`config.mk`:
```
export PLATFORM = sky130hd
export DESIGN_NAME = canids_queue
export DESIGN_NICKNAME = d
export VERILOG_FILES = /design/src/rtl/canids_pkg.sv /design/src/rtl/canids_queue.sv
export SDC_FILE = /design/constraint.sdc
export NUM_CORES = 1
export LEC_CHECK = 0
export ABC_AREA = 1
export BUFFER_PORTS_ARGS = -buffer_cell sky130_fd_sc_hd__buf_2
export CAP_MARGIN = 20
export CORE_ASPECT_RATIO = 0.8
export CORE_MARGIN = 2
export CORE_UTILIZATION = 47
export DETAILED_ROUTE_END_ITERATION = 10
export PLACE_DENSITY_LB_ADDON = 0.2
export SLEW_MARGIN = 5
export SYNTH_ARGS = -nofsm -noshare
export SYNTH_HDL_FRONTEND = slang
export SYNTH_SLANG_ARGS = --single-unit
export TNS_END_PERCENT = 50
```
`constraint.sdc`:
```
create_clock -name clk -period 7 [get_ports clk]
set_clock_uncertainty 0.05 [all_clocks]
set_input_delay 1.4 -clock clk [delete_from_list [all_inputs] [get_ports clk]]
set_output_delay 1.4 -clock clk [all_outputs]
set_load 0.005 [all_outputs]
```
`src/rtl/canids_pkg.sv`:
```
package canids_pkg;

  localparam int ID_W      = 29;
  localparam int DLC_W     = 4;
  localparam int DATA_W    = 64;
  localparam int BYTES     = 8;
  localparam int COUNT_W   = 32;
  localparam int IDX_W     = 6;
  localparam int USED_W    = 7;
  localparam int QDEPTH    = 2;
  localparam int QPTR_W    = 1;
  localparam logic [COUNT_W-1:0] COUNT_MAX = '1;

  typedef enum logic [1:0] {
    OP_RECORD = 2'd0,
    OP_READ   = 2'd1,
    OP_LOOKUP = 2'd2,
    OP_CLEAR  = 2'd3
  } op_t;

  typedef struct packed {
    op_t                op;
    logic [ID_W-1:0]    id;
    logic               ext;
    logic [DLC_W-1:0]   dlc;
    logic [DATA_W-1:0]  data;
    logic [IDX_W-1:0]   idx;
  } cmd_t;

  typedef struct packed {
    logic [ID_W-1:0]    id;
    logic               ext;
    logic [DLC_W-1:0]   dlc;
    logic [COUNT_W-1:0] count;
    logic [DATA_W-1:0]  last;
    logic [DATA_W-1:0]  mins;
    logic [DATA_W-1:0]  maxs;
  } entry_t;

  typedef struct packed {
    logic               hit;
    logic [IDX_W-1:0]   slot;
    logic [ID_W-1:0]    entry_id;
    logic               entry_extended;
    logic [DLC_W-1:0]   entry_dlc;
    logic [COUNT_W-1:0] entry_count;
    logic [DATA_W-1:0]  last_bytes;
    logic [DATA_W-1:0]  min_bytes;
    logic [DATA_W-1:0]  max_bytes;
    logic [USED_W-1:0]  entries_used;
    logic               dropped_new;
    logic               full_seen;
  } res_t;

  function automatic entry_t merge_entry(entry_t e, logic [DLC_W-1:0] dlc,
                                         logic [DATA_W-1:0] data);
    entry_t r;
    logic [7:0] d;
    r       = e;
    r.count = (e.count == COUNT_MAX) ? e.count : e.count + 1'b1;
    r.dlc   = dlc;
    r.last  = data;
    for (int b = 0; b < BYTES; b++) begin
      d = data[8*b +: 8];
      if (d < e.mins[8*b +: 8]) r.mins[8*b +: 8] = d;
      if (d > e.maxs[8*b +: 8]) r.maxs[8*b +: 8] = d;
    end
    return r;
  endfunction

endpackage

```
`src/rtl/canids_queue.sv`:
```
module canids_queue (
  input  logic              clk,
  input  logic              rst_n,
  input  logic              wr_valid,
  output logic              wr_ready,
  input  canids_pkg::cmd_t  wr_cmd,
  output logic              rd_valid,
  input  logic              rd_ready,
  output canids_pkg::cmd_t  rd_cmd
);
  import canids_pkg::*;

  cmd_t              slots_r [QDEPTH];
  logic [QPTR_W-1:0] wptr_r, rptr_r;
  logic [QPTR_W:0]   cnt_r;
  logic              push, pop;

  assign wr_ready = (cnt_r != QPTR_W'(0) + (QPTR_W+1)'(QDEPTH));
  assign rd_valid = (cnt_r != '0);
  assign rd_cmd   = slots_r[rptr_r];
  assign push     = wr_valid && wr_ready;
  assign pop      = rd_valid && rd_ready;

  always_ff @(posedge clk) begin
    if (push) slots_r[wptr_r] <= wr_cmd;
  end

  always_ff @(posedge clk) begin
    if (!rst_n) begin
      wptr_r <= '0;
      rptr_r <= '0;
      cnt_r  <= '0;
    end else begin
      if (push) wptr_r <= wptr_r + 1'b1;
      if (pop)  rptr_r <= rptr_r + 1'b1;
      cnt_r <= cnt_r + (QPTR_W+1)'(push) - (QPTR_W+1)'(pop);
    end
  end

endmodule

```
==> flow_summary.toml, run 1 <==
[flow_run]
max_cap_viol_count = 0

[synth]
synth_nets = 477
yosysMostFrequentCell = "edfxtp_1"
synth_area_leaders = "edfxtp_1, mux2_2, mux2_4, dfxtp_1, buf_6"
netlist_top_cells_count = "edfxtp_1, mux2_2, mux2_4"
synth_enable_flop_cells = 212
ys_warn_count = 0
ys_seq_area_share_pct = 80.4
syn-instance-count = 366
synth_top_area_share_pct = 79.2
ys_async_sr_fraction_pct = 0
ys_types = 13
syn_area_sq_mm = 0.00804
synth-seq-cells = 217
syn_avg_cell_area_sq_um = 22.0
yosysTopAreaCell = "edfxtp_1"
synth_top_flop_cell = "edfxtp_1"

[min_path]
worstHoldPathType = "register to register"

[clock_tree]
cts-buffers-inserted = 22
insertion_delay_ns = 0.48
clk_path_buf_depth = 3
path_clk_slew_ns = 0.06
root_buffer = "clkbuf_16"
cts_tree = "done"
ctsResizeCount = 0
postCtsSetupBuffers = 0
cts_hold_buf = 0
cts_htree_levels = 1
cts.sinks = 217

[grt]
grt_pass1_wl_microns = 21500
grt_max_degree = 63
grt-ovfl-total = 0
grt_use_total_pct = 15.3
antenna_found_initial = 1
first_global_vias = 4244

[final_layout]
layout-drive-gt1-share_pct = 58.4
syn_to_final_growth_pct = 24.6
antenna_cells = 0
post-route-util_pct = 60.1
multi_input_area_sq_mm = 0.00147
fin_nets = 711
regArea_sq_mm = 0.00647
num-fill-cells = 1255

[drt]
drc = 0
vias = 4032
viasPerCell = 4.84
drtIter0Drc = 223
wl_per_cell_microns = 17.4
first_pass_iters = 4
drtAntennaViolNets = 0
totalWireLength_microns = 14500

[critical_path]
worstPathRequired_ns = 5.55
crit_fanout = 62
cp-start-kind = "register"
crit_slowest_cell = "dfxtp_4"
arrival_ns = 2.75
critical_path_class = "register to output port"
cp-end-kind = "output port"
path_cells = "buf_4 -> mux2_2 -> buf_2"
slowest_delay_ns = 0.84

[die]
die-area_sq_mm = 0.0182
initial_utilization_pct = 48.3
core_sq_mm = 0.0167
die_y_microns = 121
pin_count = 218
die_w_microns = 150
row_count = 42

[placed_design]
hpwl_microns = 9490
portBuffers = 217
dp_slack_ns = 3.25
gp_congestion = 0.731

[power_and_ir_drop]
power.total_w = 0.00354
power_per_cell_area_mw_per_mm2 = 354
pwr-share-comb_pct = 21.0
leakage_nw = 3.84
internal-power_w = 0.00268
p_clk_share_pct = 30.1
p_seq_share_pct = 48.9
p_sw_share_pct = 24.4
ir_drop_mv = 0.210
switching_power_w = 0.000865

[timing]
hold_slack_ns = 0.464
setup_viol = 0
worst_slew_pin_slew_ns = 0.889
fmax_ghz = 0.238
fin_ws_ns = 2.80
finalSetupTns_ns = 0
slew_headroom_pct = 40.7
rsz0062_at_grt = "false"
hold_viol_final = 0
fin_crit_sh_pct = 60.0
min_period_ns = 4.20
maxSlewViolCount = 0

[status]
outcome = "finished, final reports clean"
==> logic make-up (layout without fill, tap and decap cells) <==
kind of cell | Yosys count | in the layout | share of synthesized area [%]
compound gates | 1 | 1 | 0.0622
mux | 106 | 106 | 16.7
xor+xnor | 1 | 1 | 0.109
buf+inv | 19 | 266 | 1.54
fa+ha+maj | 1 | 1 | 0.156
simple gates | 21 | 21 | 0.996
flops | 217 | 217 | 80.4
==> final timing paths <==
| kind | depth (start not counted) | to | slack [ns] | from |
|---|---|---|---|---|
| setup / recovery | 3 | rd_cmd[105] | 2.80 | register |
| hold / removal | 2 | register | 0.46 | rptr_r |
| setup reg to reg | 5 | slots_r[1][42] | 5.05 | cnt_r[0] |
| hold reg to reg | 2 | register | 0.46 | rptr_r |
==> metal layers <==
layer,vias up,GRT usage [%],part of all wire (%)
met5,-,0,0.090
met4,2,4.19,2.1
met3,25,4.66,8.6
met2,166,24.3,45
met1,1939,20.7,44
li1,1900,-,-
==> worst max-delay path: cells and delay by family, from the launching register on <==
kind	cells	cell delay (ns)
buffers and inverters	2	0.90
DFF	1	0.84
muxes	1	0.42
==> power groups by stage <==
stage | clock network (W) | registers [W] | logic [W]
floorplan | 0 | 0.00174 | 0.000498
global placement | 0 | 0.00175 | 0.000747
detailed placement | 0 | 0.00176 | 0.000758
CTS | 0.00110 | 0.00174 | 0.000761
global route | 0.00115 | 0.00175 | 0.000817
finish | 0.00107 | 0.00173 | 0.000743
==> cell type report <==
type	instances	area share (%)
Sequential cell	217	64.6
Multi-Input combinational cell	130	14.6
Timing Repair Buffer	222	11.2
Clock buffer	26	5.86
Tap cell	220	2.75
Clock inverter	11	0.712
Inverter	7	0.262
==> cells in the final DEF (no fill, tap or decap), drive strengths merged <==
cell type,synthesis,routed
buf,12,222
nor2,9,9
inv,7,7
clkbuf,0,26
a21oi,1,1
xnor2,1,1
ha,1,1
mux2,106,106
edfxtp,212,212
clkinv,0,10
dfxtp,5,5
bufinv,0,1
nand3,1,1
nand2,11,11
==> through the flow <==
| stage | instance area (sq um) | cells |
|---|---|---|
| 3_3_place_gp | 9360 | 796 |
| 5_1_grt | 10000 | 833 |
| 6_report | 10000 | 833 |
| 2_1_floorplan | 8040 | 366 |
| 4_1_cts | 10000 | 833 |
| 3_5_place_dp | 9360 | 796 |
==> sequential cells by signal, indices dropped and copies added, names as in the netlist, named ones only <==
register  cells
rptr_r        1
wptr_r        1
slots_r     212
cnt_r         2
(Power assumes the default switching activity.)
==> run 2, diff against run 1 <==
Clock period 7 ns to 3.55 ns, I/O delays scaled along.
==> run 2 against run 1 <==
First-iteration DRC count fell by 41%. Final area is 0.80% higher. Critical path depth did not move. Utilization up 0.48 points. Final cell count grew 0.84%. Register-to-register slack worse by 3.4 ns. Routed wire length decreased by 0.55%. Combinational power rose by 100%. Worst hold slack worse by 0.12 ns. Non-clock buffer count rose by 1.
==> flow_summary.toml, run 2 (same netlist as run 1, synthesis figures left out) <==
[status]
outcome = "finished, final reports clean"

[grt]
grt.met1_usage_pct = 19.0
antenna_found_initial = 3
met2_usage_pct = 24.9
grt-ovfl-total = 0
grt_max_degree = 108
first_global_vias = 4283
grt_use_total_pct = 15.2
grt_use_met3_pct = 5.98
grt_pass1_wl_microns = 21400
top_usage_layer = "met2"

[final_layout]
stdcell_area_sq_mm = 0.0101
reg_top3 = "slots_r: 212 flops, cnt_r: 2 flops"
final_cell_mix = "buf_2, edfxtp_1, mux2_2"
num-fill-cells = 1262
layout-drive-gt1-share_pct = 59.3
post-route-util_pct = 60.6
syn_to_final_growth_pct = 25.6
final_common_cell = "buf_2"
largest_reg_flops = 212
fin_nets = 712
largest-register = "slots_r"
final_cells = 840

[power_and_ir_drop]
power_per_cell_area_mw_per_mm2 = 702
leakage_nw = 3.88
p_clk_share_pct = 30.9
p_seq_share_pct = 47.7
internal-power_w = 0.00535
pwr-share-comb_pct = 21.4
ir_drop_mv = 0.378
p_sw_share_pct = 24.5
switching_power_w = 0.00173

[critical_path]
worstPathRequired_ns = 2.79
cp-start-kind = "register"
cp-end-kind = "output port"
arrival_ns = 2.14
crit_fanout = 68
critical_path_class = "register to output port"

[clock_tree]
ctsResizeCount = 0
cts_hold_buf = 0
cts_tree = "done"
root_buffer = "clkbuf_16"
cts.sinks = 217
postCtsSetupBuffers = 0
clk_path_buf_depth = 3
cts-buffers-inserted = 22
insertion_delay_ns = 0.49
cts_htree_levels = 1
path_clk_slew_ns = 0.06

[drt]
first_pass_iters = 4
viasPerCell = 4.84
drtAntennaViolNets = 0
totalWireLength_microns = 14400
drtIter0Drc = 132
drc = 0
vias = 4064
wl_per_cell_microns = 17.2

[timing]
fin_crit_sh_pct = 81.6
slew_headroom_pct = 49.7
rsz0062_at_grt = "false"
maxSlewViolCount = 0
hold_viol_final = 0
setup_viol = 0
finalSetupTns_ns = 0
min_period_ns = 2.90
fmax_ghz = 0.345
fin_ws_ns = 0.653
worst_slew_pin_slew_ns = 0.754

[placed_design]
placedInstanceArea_sq_mm = 0.00939
place_inst = 797
portBuffers = 217
dp_slack_ns = 1.15
gp_congestion = 0.706
hpwl_microns = 9220

[die]
die-area_sq_mm = 0.0182
die_w_microns = 150
row_count = 42
core_sq_mm = 0.0167
die_y_microns = 121
pin_count = 218
initial_utilization_pct = 48.3

[flow_run]
max_cap_viol_count = 0

[min_path]
worstHoldPathType = "input pin to register"
## run 2: cell count changes in the layout (fill, tap and decap cells not counted)
cell        change
buf_12          +2
clkbuf_1        +2
clkinv_1        -6
buf_4           -1
clkinvlp_4      +1
clkinv_2        +4
clkbuf_8        +2
diode_2         +3
## run 2: routing by layer
| metal | vias to the layer above | part of all wire (%) | routed length [microns] |
|---|---|---|---|
| met5 | - | 0 | 0 |
| met1 | 1970 | 42 | 6010 |
| met4 | 0 | 2.0 | 283 |
| met2 | 170 | 47 | 6700 |
| li1 | 1900 | - | - |
| met3 | 24 | 9.8 | 1410 |
## run 2: worst max-delay path: stages (launching register included)
cell and delay, ns:
dfxtp_4 0.61, buf_12 0.36, mux2_2 0.40, buf_2 0.13
## run 2: power by group through the flow
stage	Clock [W]	Combinational (W)	Sequential [W]
global placement	0	0.00152	0.00342
global route	0.00236	0.00167	0.00341
CTS	0.00225	0.00155	0.00339
finish	0.00219	0.00152	0.00338
floorplan	0	0.000984	0.00339
detailed placement	0	0.00154	0.00344
## run 2: path summary, 6_finish.rpt
check,from,to,slack (ns),cells after the start
worst max-delay path,register,rd_cmd[102],0.65,3
worst min-delay path,wr_cmd[98],slots_r[0][98],0.35,1
worst min register to register,rptr_r,register,0.48,2
worst max register to register,cnt_r[0],slots_r[0][81],1.64,5
## run 2: cell type report
| class | count | area (sq um) | share of cell area [%] |
|---|---|---|---|
| clock buffers | 30 | 622 | 6.16 |
| clock inverters | 10 | 76.3 | 0.756 |
| flip-flops and latches | 217 | 6470 | 64.1 |
| well taps | 220 | 275 | 2.73 |
| inverters | 7 | 26.3 | 0.260 |
| diodes | 3 | 7.51 | 0.0743 |
| multi-input cells | 130 | 1470 | 14.5 |
| repair buffers | 223 | 1160 | 11.4 |
## run 2: per-stage QoR
stage / power [W] / hold slack (ns)
after detailed placement: 0.00498 / 0.483
after global placement: 0.00494 / 0.432
after CTS: 0.00719 / 0.329
final: 0.00709 / 0.347
after floorplan: 0.00438 / 0.417
after global routing: 0.00744 / 0.330
